==> src/rtl/core/wlm_pkg.sv <==
package wlm_pkg;

  localparam int unsigned PIX_W   = 16;
  localparam int unsigned GRAY_W  = 8;
  localparam int unsigned RECIP_W = 23;   // floor(2^24 / m) for m >= 3
  localparam int unsigned SPAN_W  = 17;   // hi - lo + 1, up to 65536
  localparam int unsigned DIV_STEPS = 25; // quotient bits of 2^24 / m
  localparam int unsigned STEP_W  = 5;

  localparam logic [GRAY_W-1:0] GRAY_ZERO = 8'd0;
  localparam logic [GRAY_W-1:0] GRAY_MID  = 8'd127;
  localparam logic [GRAY_W-1:0] GRAY_FULL = 8'd255;

  // configuration register indexes
  localparam logic [2:0] REG_IMG_LO  = 3'd0;
  localparam logic [2:0] REG_IMG_HI  = 3'd1;
  localparam logic [2:0] REG_MRK_LO  = 3'd2;
  localparam logic [2:0] REG_MRK_HI  = 3'd3;
  localparam logic [2:0] REG_INVERT  = 3'd4;
  localparam logic [2:0] REG_MODE    = 3'd5;
  localparam logic [2:0] REG_RAW     = 3'd6;

  localparam logic [1:0] MODE_IMG  = 2'd0;
  localparam logic [1:0] MODE_MRK  = 2'd1;
  localparam logic [1:0] MODE_DIFF = 2'd2;

  // window table entries
  localparam logic ENT_IMG = 1'b0;
  localparam logic ENT_MRK = 1'b1;

  typedef struct packed {
    logic [PIX_W-1:0] lo;
    logic [PIX_W-1:0] hi;
  } win_bnd_t;

  typedef struct packed {
    logic [PIX_W-1:0]   lo;
    logic [PIX_W-1:0]   hi;
    logic [RECIP_W-1:0] recip;
  } win_ent_t;

endpackage

==> src/rtl/core/window_level_display_map.sv <==
// Window/level mapper from 16-bit image and marker samples to an 8-bit display
// sample. One item is taken per clock while the input is not stalled; its result
// passes through the input register, reciprocal multiply, correction multiply and
// output register. A result waiting at the output holds the whole pipeline and so
// stalls the input.
// The per-window reciprocals live in a two-entry table filled by a bit-serial
// divider: after reset and after any write to a window bound the input stalls
// while the table is rebuilt, image entry first, marker entry second. Writes to
// the invert, mode and raw-byte registers take effect at once.
module window_level_display_map
  import wlm_pkg::*;
(
  input  logic              clk,
  input  logic              rst_n,
  input  logic              in_valid,
  output logic              in_stall,
  input  logic [PIX_W-1:0]  in_image_pixel,
  input  logic [PIX_W-1:0]  in_marker_pixel,
  output logic              out_valid,
  input  logic              out_stall,
  output logic [GRAY_W-1:0] out_display_pixel,
  input  logic              cfg_we,
  input  logic [2:0]        cfg_index,
  input  logic [PIX_W-1:0]  cfg_data
);

  win_bnd_t   img_bnd_r;
  win_bnd_t   mrk_bnd_r;
  logic       invert_r;
  logic [1:0] mode_r;
  logic       raw_r;

  logic       busy;
  logic       win_wr;
  win_ent_t   img_ent;
  win_ent_t   mrk_ent;

  logic       en;
  logic       accept;
  logic       v1_r, v2_r, v3_r, out_valid_r;
  logic [PIX_W-1:0]  s1_img_r;
  logic [PIX_W-1:0]  s1_mrk_r;
  logic [GRAY_W-1:0] s2_raw_r;
  logic [GRAY_W-1:0] s3_raw_r;
  logic [GRAY_W-1:0] gi;
  logic [GRAY_W-1:0] gm_win;
  logic [GRAY_W-1:0] gm;
  logic [GRAY_W-1:0] res;
  logic [GRAY_W-1:0] out_pix_r;

  assign win_wr = cfg_we && (cfg_index == REG_IMG_LO || cfg_index == REG_IMG_HI ||
                             cfg_index == REG_MRK_LO || cfg_index == REG_MRK_HI);

  always_ff @(posedge clk) begin
    if (!rst_n) begin
      img_bnd_r <= '{lo: '0, hi: '1};
      mrk_bnd_r <= '{lo: '0, hi: '1};
      invert_r  <= 1'b0;
      mode_r    <= MODE_IMG;
      raw_r     <= 1'b0;
    end else if (cfg_we) begin
      case (cfg_index)
        REG_IMG_LO: img_bnd_r.lo <= cfg_data;
        REG_IMG_HI: img_bnd_r.hi <= cfg_data;
        REG_MRK_LO: mrk_bnd_r.lo <= cfg_data;
        REG_MRK_HI: mrk_bnd_r.hi <= cfg_data;
        REG_INVERT: invert_r     <= cfg_data[0];
        REG_MODE:   mode_r       <= cfg_data[1:0];
        REG_RAW:    raw_r        <= cfg_data[0];
        default: ;
      endcase
    end
  end

  wlm_param u_param (
    .clk     (clk),
    .rst_n   (rst_n),
    .restart (win_wr),
    .img_bnd (img_bnd_r),
    .mrk_bnd (mrk_bnd_r),
    .busy    (busy),
    .img_ent (img_ent),
    .mrk_ent (mrk_ent)
  );

  // whole pipeline moves together whenever the output slot is free or being taken
  assign en       = !out_valid_r || !out_stall;
  assign in_stall = busy || !en;
  assign accept   = in_valid && !in_stall;

  always_ff @(posedge clk) begin
    if (!rst_n) begin
      v1_r        <= 1'b0;
      v2_r        <= 1'b0;
      v3_r        <= 1'b0;
      out_valid_r <= 1'b0;
    end else if (en) begin
      v1_r        <= accept;
      v2_r        <= v1_r;
      v3_r        <= v2_r;
      out_valid_r <= v3_r;
    end
  end

  always_ff @(posedge clk) begin
    if (en) begin
      s1_img_r <= in_image_pixel;
      s1_mrk_r <= in_marker_pixel;
      s2_raw_r <= s1_mrk_r[GRAY_W-1:0];
      s3_raw_r <= s2_raw_r;
    end
  end

  wlm_lane u_img_lane (
    .clk  (clk),
    .en   (en),
    .pix  (s1_img_r),
    .ent  (img_ent),
    .gray (gi)
  );

  wlm_lane u_mrk_lane (
    .clk  (clk),
    .en   (en),
    .pix  (s1_mrk_r),
    .ent  (mrk_ent),
    .gray (gm_win)
  );

  assign gm = raw_r ? s3_raw_r : gm_win;

  always_comb begin
    case (mode_r)
      MODE_MRK:  res = gm;
      MODE_DIFF: res = (gm > gi) ? gm - gi : GRAY_ZERO;
      default:   res = invert_r ? GRAY_FULL - gi : gi;
    endcase
  end

  always_ff @(posedge clk) begin
    if (en) begin
      out_pix_r <= res;
    end
  end

  assign out_valid         = out_valid_r;
  assign out_display_pixel = out_pix_r;

`ifndef SYNTHESIS
  a_no_accept_while_busy: assert property (@(posedge clk) disable iff (!rst_n)
    busy |=> !v1_r || $past(!en))
    else $error("item entered while window table was being rebuilt");

  a_item_reaches_output: assert property (@(posedge clk) disable iff (!rst_n)
    (en && v3_r) |=> out_valid_r)
    else $error("item lost between last stage and output register");

  a_stall_holds_pipe: assert property (@(posedge clk) disable iff (!rst_n)
    !en |=> $stable(v1_r) && $stable(v2_r) && $stable(v3_r) && $stable(out_pix_r))
    else $error("pipeline moved while output was stalled");
`endif

endmodule

==> src/rtl/core/wlm_param.sv <==
module wlm_param
  import wlm_pkg::*;
(
  input  logic     clk,
  input  logic     rst_n,
  input  logic     restart,
  input  win_bnd_t img_bnd,
  input  win_bnd_t mrk_bnd,
  output logic     busy,
  output win_ent_t img_ent,
  output win_ent_t mrk_ent
);

  win_ent_t mem [2];
  win_ent_t img_rd_r;
  win_ent_t mrk_rd_r;

  logic               busy_r, busy_nxt;
  logic               ent_r, ent_nxt;
  logic [STEP_W-1:0]  step_r, step_nxt;
  logic [SPAN_W-1:0]  rem_r, rem_nxt;
  logic [RECIP_W-1:0] quo_r, quo_nxt;

  win_bnd_t           bnd;
  logic [SPAN_W-1:0]  m;
  logic [SPAN_W:0]    sh;
  logic               ge;
  logic [RECIP_W-1:0] quo_sh;
  logic               last_step;
  logic               fin;
  logic               we;
  win_ent_t           wdata;

  assign bnd = (ent_r == ENT_MRK) ? mrk_bnd : img_bnd;
  assign m   = {1'b0, bnd.hi} - {1'b0, bnd.lo} + SPAN_W'(1);

  // restoring division of 2^24 by m, one quotient bit a cycle
  assign sh        = {rem_r, (step_r == '0)};
  assign ge        = sh >= {1'b0, m};
  assign quo_sh    = {quo_r[RECIP_W-2:0], ge};
  assign last_step = step_r == STEP_W'(DIV_STEPS - 1);
  assign we        = busy_r && !restart && last_step;
  assign fin       = we && (ent_r == ENT_MRK);
  assign wdata     = '{lo: bnd.lo, hi: bnd.hi, recip: quo_sh};

  always_comb begin
    rem_nxt  = ge ? SPAN_W'(sh - {1'b0, m}) : SPAN_W'(sh);
    quo_nxt  = quo_sh;
    busy_nxt = busy_r;
    ent_nxt  = ent_r;
    step_nxt = step_r + STEP_W'(1);
    if (restart) begin
      busy_nxt = 1'b1;
      ent_nxt  = ENT_IMG;
      step_nxt = '0;
      rem_nxt  = '0;
      quo_nxt  = '0;
    end else if (!busy_r) begin
      step_nxt = step_r;
      rem_nxt  = rem_r;
      quo_nxt  = quo_r;
    end else if (last_step) begin
      step_nxt = '0;
      rem_nxt  = '0;
      quo_nxt  = '0;
      if (ent_r == ENT_MRK) begin
        busy_nxt = 1'b0;
      end else begin
        ent_nxt = ENT_MRK;
      end
    end
  end

  always_ff @(posedge clk) begin
    if (!rst_n) begin
      busy_r <= 1'b1;
      ent_r  <= ENT_IMG;
      step_r <= '0;
      rem_r  <= '0;
      quo_r  <= '0;
    end else begin
      busy_r <= busy_nxt;
      ent_r  <= ent_nxt;
      step_r <= step_nxt;
      rem_r  <= rem_nxt;
      quo_r  <= quo_nxt;
    end
  end

  always_ff @(posedge clk) begin
    if (we) begin
      mem[ent_r] <= wdata;
    end
    img_rd_r <= mem[ENT_IMG];
    mrk_rd_r <= mem[ENT_MRK];
  end

  assign busy    = busy_r;
  assign img_ent = img_rd_r;
  assign mrk_ent = mrk_rd_r;

`ifndef SYNTHESIS
  a_busy_ends_on_last_write: assert property (@(posedge clk) disable iff (!rst_n)
    $fell(busy_r) |-> $past(fin))
    else $error("table update finished without writing the marker entry");

  a_restart_sets_busy: assert property (@(posedge clk) disable iff (!rst_n)
    restart |=> busy_r && step_r == '0 && ent_r == ENT_IMG)
    else $error("window write did not restart the table update");
`endif

endmodule

==> src/rtl/core/wlm_lane.sv <==
module wlm_lane
  import wlm_pkg::*;
(
  input  logic              clk,
  input  logic              en,
  input  logic [PIX_W-1:0]  pix,
  input  win_ent_t          ent,
  output logic [GRAY_W-1:0] gray
);

  logic [PIX_W-1:0]        d;
  logic [PIX_W-1:0]        span;
  logic [PIX_W+RECIP_W-1:0] prod;
  logic                    fix;
  logic [GRAY_W-1:0]       fix_val;

  logic                    a_fix_r;
  logic [GRAY_W-1:0]       a_fix_val_r;
  logic [GRAY_W-1:0]       a_qe_r;
  logic [PIX_W-1:0]        a_d_r;
  logic [SPAN_W-1:0]       a_m_r;

  logic [GRAY_W+SPAN_W-1:0] pm;
  logic                    b_fix_r;
  logic [GRAY_W-1:0]       b_fix_val_r;
  logic [GRAY_W-1:0]       b_qe_r;
  logic [PIX_W-1:0]        b_d_r;
  logic [SPAN_W-1:0]       b_m_r;
  logic [GRAY_W+SPAN_W-1:0] b_pm_r;

  logic [GRAY_W+SPAN_W-1:0] num;
  logic                    up;

  assign d    = pix - ent.lo;
  assign span = ent.hi - ent.lo;
  assign prod = (PIX_W+RECIP_W)'(d) * (PIX_W+RECIP_W)'(ent.recip);

  always_comb begin
    fix     = 1'b1;
    fix_val = GRAY_ZERO;
    if (ent.lo >= ent.hi) begin
      fix_val = GRAY_MID;
    end else if (span == PIX_W'(1)) begin
      fix_val = (pix <= ent.lo) ? GRAY_ZERO : GRAY_FULL;
    end else if (pix < ent.lo) begin
      fix_val = GRAY_ZERO;
    end else if (pix > ent.hi) begin
      fix_val = GRAY_FULL;
    end else begin
      fix = 1'b0;
    end
  end

  // estimate from the reciprocal is the true quotient or one below it
  always_ff @(posedge clk) begin
    if (en) begin
      a_fix_r     <= fix;
      a_fix_val_r <= fix_val;
      a_qe_r      <= prod[GRAY_W+15:16];
      a_d_r       <= d;
      a_m_r       <= {1'b0, span} + SPAN_W'(1);
    end
  end

  assign pm = (GRAY_W+SPAN_W)'(a_qe_r) * (GRAY_W+SPAN_W)'(a_m_r);

  always_ff @(posedge clk) begin
    if (en) begin
      b_fix_r     <= a_fix_r;
      b_fix_val_r <= a_fix_val_r;
      b_qe_r      <= a_qe_r;
      b_d_r       <= a_d_r;
      b_m_r       <= a_m_r;
      b_pm_r      <= pm;
    end
  end

  assign num  = {1'b0, b_d_r, 8'h00};
  assign up   = num >= (b_pm_r + (GRAY_W+SPAN_W)'(b_m_r));
  assign gray = b_fix_r ? b_fix_val_r : (up ? b_qe_r + GRAY_W'(1) : b_qe_r);

endmodule
==> config.mk <==
export PLATFORM = sky130hd
export DESIGN_NAME = window_level_display_map
export DESIGN_NICKNAME = d
export VERILOG_FILES = /design/src/rtl/core/wlm_pkg.sv /design/src/rtl/core/window_level_display_map.sv /design/src/rtl/core/wlm_param.sv /design/src/rtl/core/wlm_lane.sv
export SDC_FILE = /design/constraint.sdc
export NUM_CORES = 2
export LEC_CHECK = 0
export BUFFER_PORTS_ARGS = -buffer_cell sky130_fd_sc_hd__buf_2
export CAP_MARGIN = 10
export CELL_PAD_IN_SITES_DETAIL_PLACEMENT = 1
export CELL_PAD_IN_SITES_GLOBAL_PLACEMENT = 2
export CORE_MARGIN = 2
export CORE_UTILIZATION = 47
export DETAILED_ROUTE_END_ITERATION = 12
export PLACE_DENSITY_LB_ADDON = 0.1
export SETUP_SLACK_MARGIN = 0.5
export SYNTH_ARGS = -nofsm -noshare
export SYNTH_HDL_FRONTEND = slang
export SYNTH_HIERARCHICAL = 1
export SYNTH_SLANG_ARGS = --single-unit
==> constraint.sdc <==
create_clock -name clk -period 24 [get_ports clk]
set_clock_uncertainty 0.2 [all_clocks]
set_input_delay 4.8 -clock clk [delete_from_list [all_inputs] [get_ports clk]]
set_output_delay 4.8 -clock clk [all_outputs]
set_load 0.02 [all_outputs]
==> flow_summary.ini <==
[route]
wirelength_um = 146600
avgRoutedWirePerCell_um = 21.83
ant_nets = 0
drt_iter0_markers = 1793
first_pass_iters = 5
viasPerCell = 5.477
drc = 0
vias = 36770

[cts]
cts_sinks = 620
clk_pin_slew_ns = 0.06
cts_root_buf = clkbuf_16
cts_inserted_buffers = 73
cts_tree = yes
clk_path_buf_depth = 3
hold_buffers = 0
clk-insertion-delay-late_ns = 0.64
cts-resized-gates = 0
postCtsSetupBuffers = 0
htreeDepth = 3

[hold_path]
holdCritStartpoint = u_param/mem[0][2]
hold_end = u_param/img_ent[2]
holdPathStages = 0
hp-class = flip-flop to flip-flop

[critical_path]
path_common_cell = buf_2
critPathSlowestCell = nand2_4
critPathMaxStageDelay_ns = 0.51
reg2reg_depth = 35
end_kind = output port
timing.rr.start = s1_img_r[0]
worst-endpoint-arrival_ns = 5.76
r2r_slack_ns = 14.60
path_class = primary input to output port
cp_max_fo = 49
crit_chain = buf_2 > nand2_4 > nand2b_1 > buf_2
required_ns = 19.00
crit_path_start = out_stall
cp-start-kind = primary input
reg2reg_to = u_img_lane/a_qe_r[7]

[yosys]
synth_top_area_share_pct = 22.75
synthTopCellsByArea = edfxtp_1 23%, fa_1 22%, ha_1 10%
avgSynthCellArea_um2 = 10.01
ys.flop_type = edfxtp_1
synth_edf_count = 392
synth_top_area_cell = edfxtp_1
seq_area_frac_synth_pct = 31.57
synthCells = 5169
ys_warn_count = 6
yosys_register_bits = 620
syn_nets = 6225
synthArstFlopShare_pct = 0
synth_cell_types = 95
synth_area_mm2 = 0.05175

[die]
fp.dieH_um = 335.8
core_area_mm2 = 0.1090
die_area_mm2 = 0.1128
num_io_pins = 66
rows = 121
die_w_um = 335.8
start_util_pct = 47.47

[timing]
rsz0062_at_grt = false
tightest_slew_ns = 1.030
tns_ns = 0
finalSetupViolations = 0
fin_crit_ns = 10.76
max_clock_freq_ghz = 0.09298
drv_slew = 0
hold_violations = 0
max-slew-margin-rel_pct = 31.34
fin_crit_sh_pct = 44.81

[placement]
place_area_mm2 = 0.05391
hpwlAfterDp_um = 111000
routabilityCongestion = 0.8412
io_buffers = 65

[run_status]
outcome = finished clean

[global_routing]
grt_usage_pct = 26.55
antenna_found_initial = 13
grt_pass1_wl_um = 229900
first_global_vias = 39850
grt_remaining_overflow = 0
grt_start_max_net_pins = 79

[finish]
stdcell_area_mm2 = 0.05647
syn_to_final_growth_pct = 9.127
most-common-layout-cells = 848 x inv_1, 739 x nand2_1, 571 x fa_1
fillers = 12040
final_common_cell = inv_1
drive_gt1_share_pct = 6.288
final_nets = 6292

[run]
maxCapViolations = 0
[sequential cells by signal (all words and copies together), names as in the netlist, 22 cells and up]
name	cells
u_param/img_ent	55
mrk_bnd_r	32
img_bnd_r	32
u_param/mrk_ent	55
u_param/quo_r	22
u_param/mem	110
u_img_lane/b_pm_r	25
u_mrk_lane/b_pm_r	25
[kinds of logic (layout without fill, tap and decap cells)]
family,after synthesis,count (layout),synth area share (%)
xor+xnor,239,239,4.183
flops,620,620,31.57
compound gates,643,643,8.310
fa+ha+maj,1000,1000,32.46
simple gates,1621,1621,15.16
other cells,0,3,0
buf+inv,992,1119,7.220
mux,54,54,1.103
[synth_stat cells, types with 112 or more instances]
master	count
ha_1	429
clkbuf_1	132
nand3_1	112
nand2_1	740
fa_1	571
inv_1	848
edfxtp_1	392
dfxtp_1	228
and2_1	307
nor2_1	141
a21oi_1	171
xnor2_1	152
[stage by stage]
stage                     hold slack, ns  std cells  setup slack, ns  utilization [%]
final                             0.1336       6713            13.24            51.81
after global routing              0.1434       6712            13.14            51.81
after CTS                         0.1348       6710            13.19            51.80
after detailed placement          0.1279       6575            13.20            49.46
after global placement            0.1238       6575            13.20            49.46
after floorplan                   0.1233       5169            7.001                -
[worst max-delay path by stage]
| stage | endpoint | slack [ns] | cells after the start |
|---|---|---|---|
| 6_report | in_stall | 13.24 | 4 |
| 5_1_grt | in_stall | 13.14 | 4 |
| 4_1_cts | in_stall | 13.19 | 4 |
| 3_5_place_dp | in_stall | 13.20 | 4 |
| 3_3_place_gp | in_stall | 13.20 | 4 |
| 2_1_floorplan | in_stall | 7.00 | 2 |
[per-layer routing]
layer  global-route usage [%]  wire length, um
met4                    6.927             3755
met1                    37.51            68580
met2                    43.85            68670
met5                        0               32
met3                    2.555             5543
[area by class of cell]
cell class	count	area, um2	area share [%]
multi-input combinational	3557	31770	56.26
sequential	620	16340	28.93
inverter	851	3194	5.656
clock buffer	88	2008	3.556
tap	1414	1769	3.133
timing repair buffer	133	835.8	1.480
clock inverter	47	548.0	0.9704
antenna	3	7.507	0.01329
[critical path, delay by kind of cell]
family        cells  cell delay (ns)
buf+inv           2             0.33
simple gates      2             0.63
Power is not shown: default switching activity piles up to over one toggle a cycle in this logic, so the estimate is an artifact.
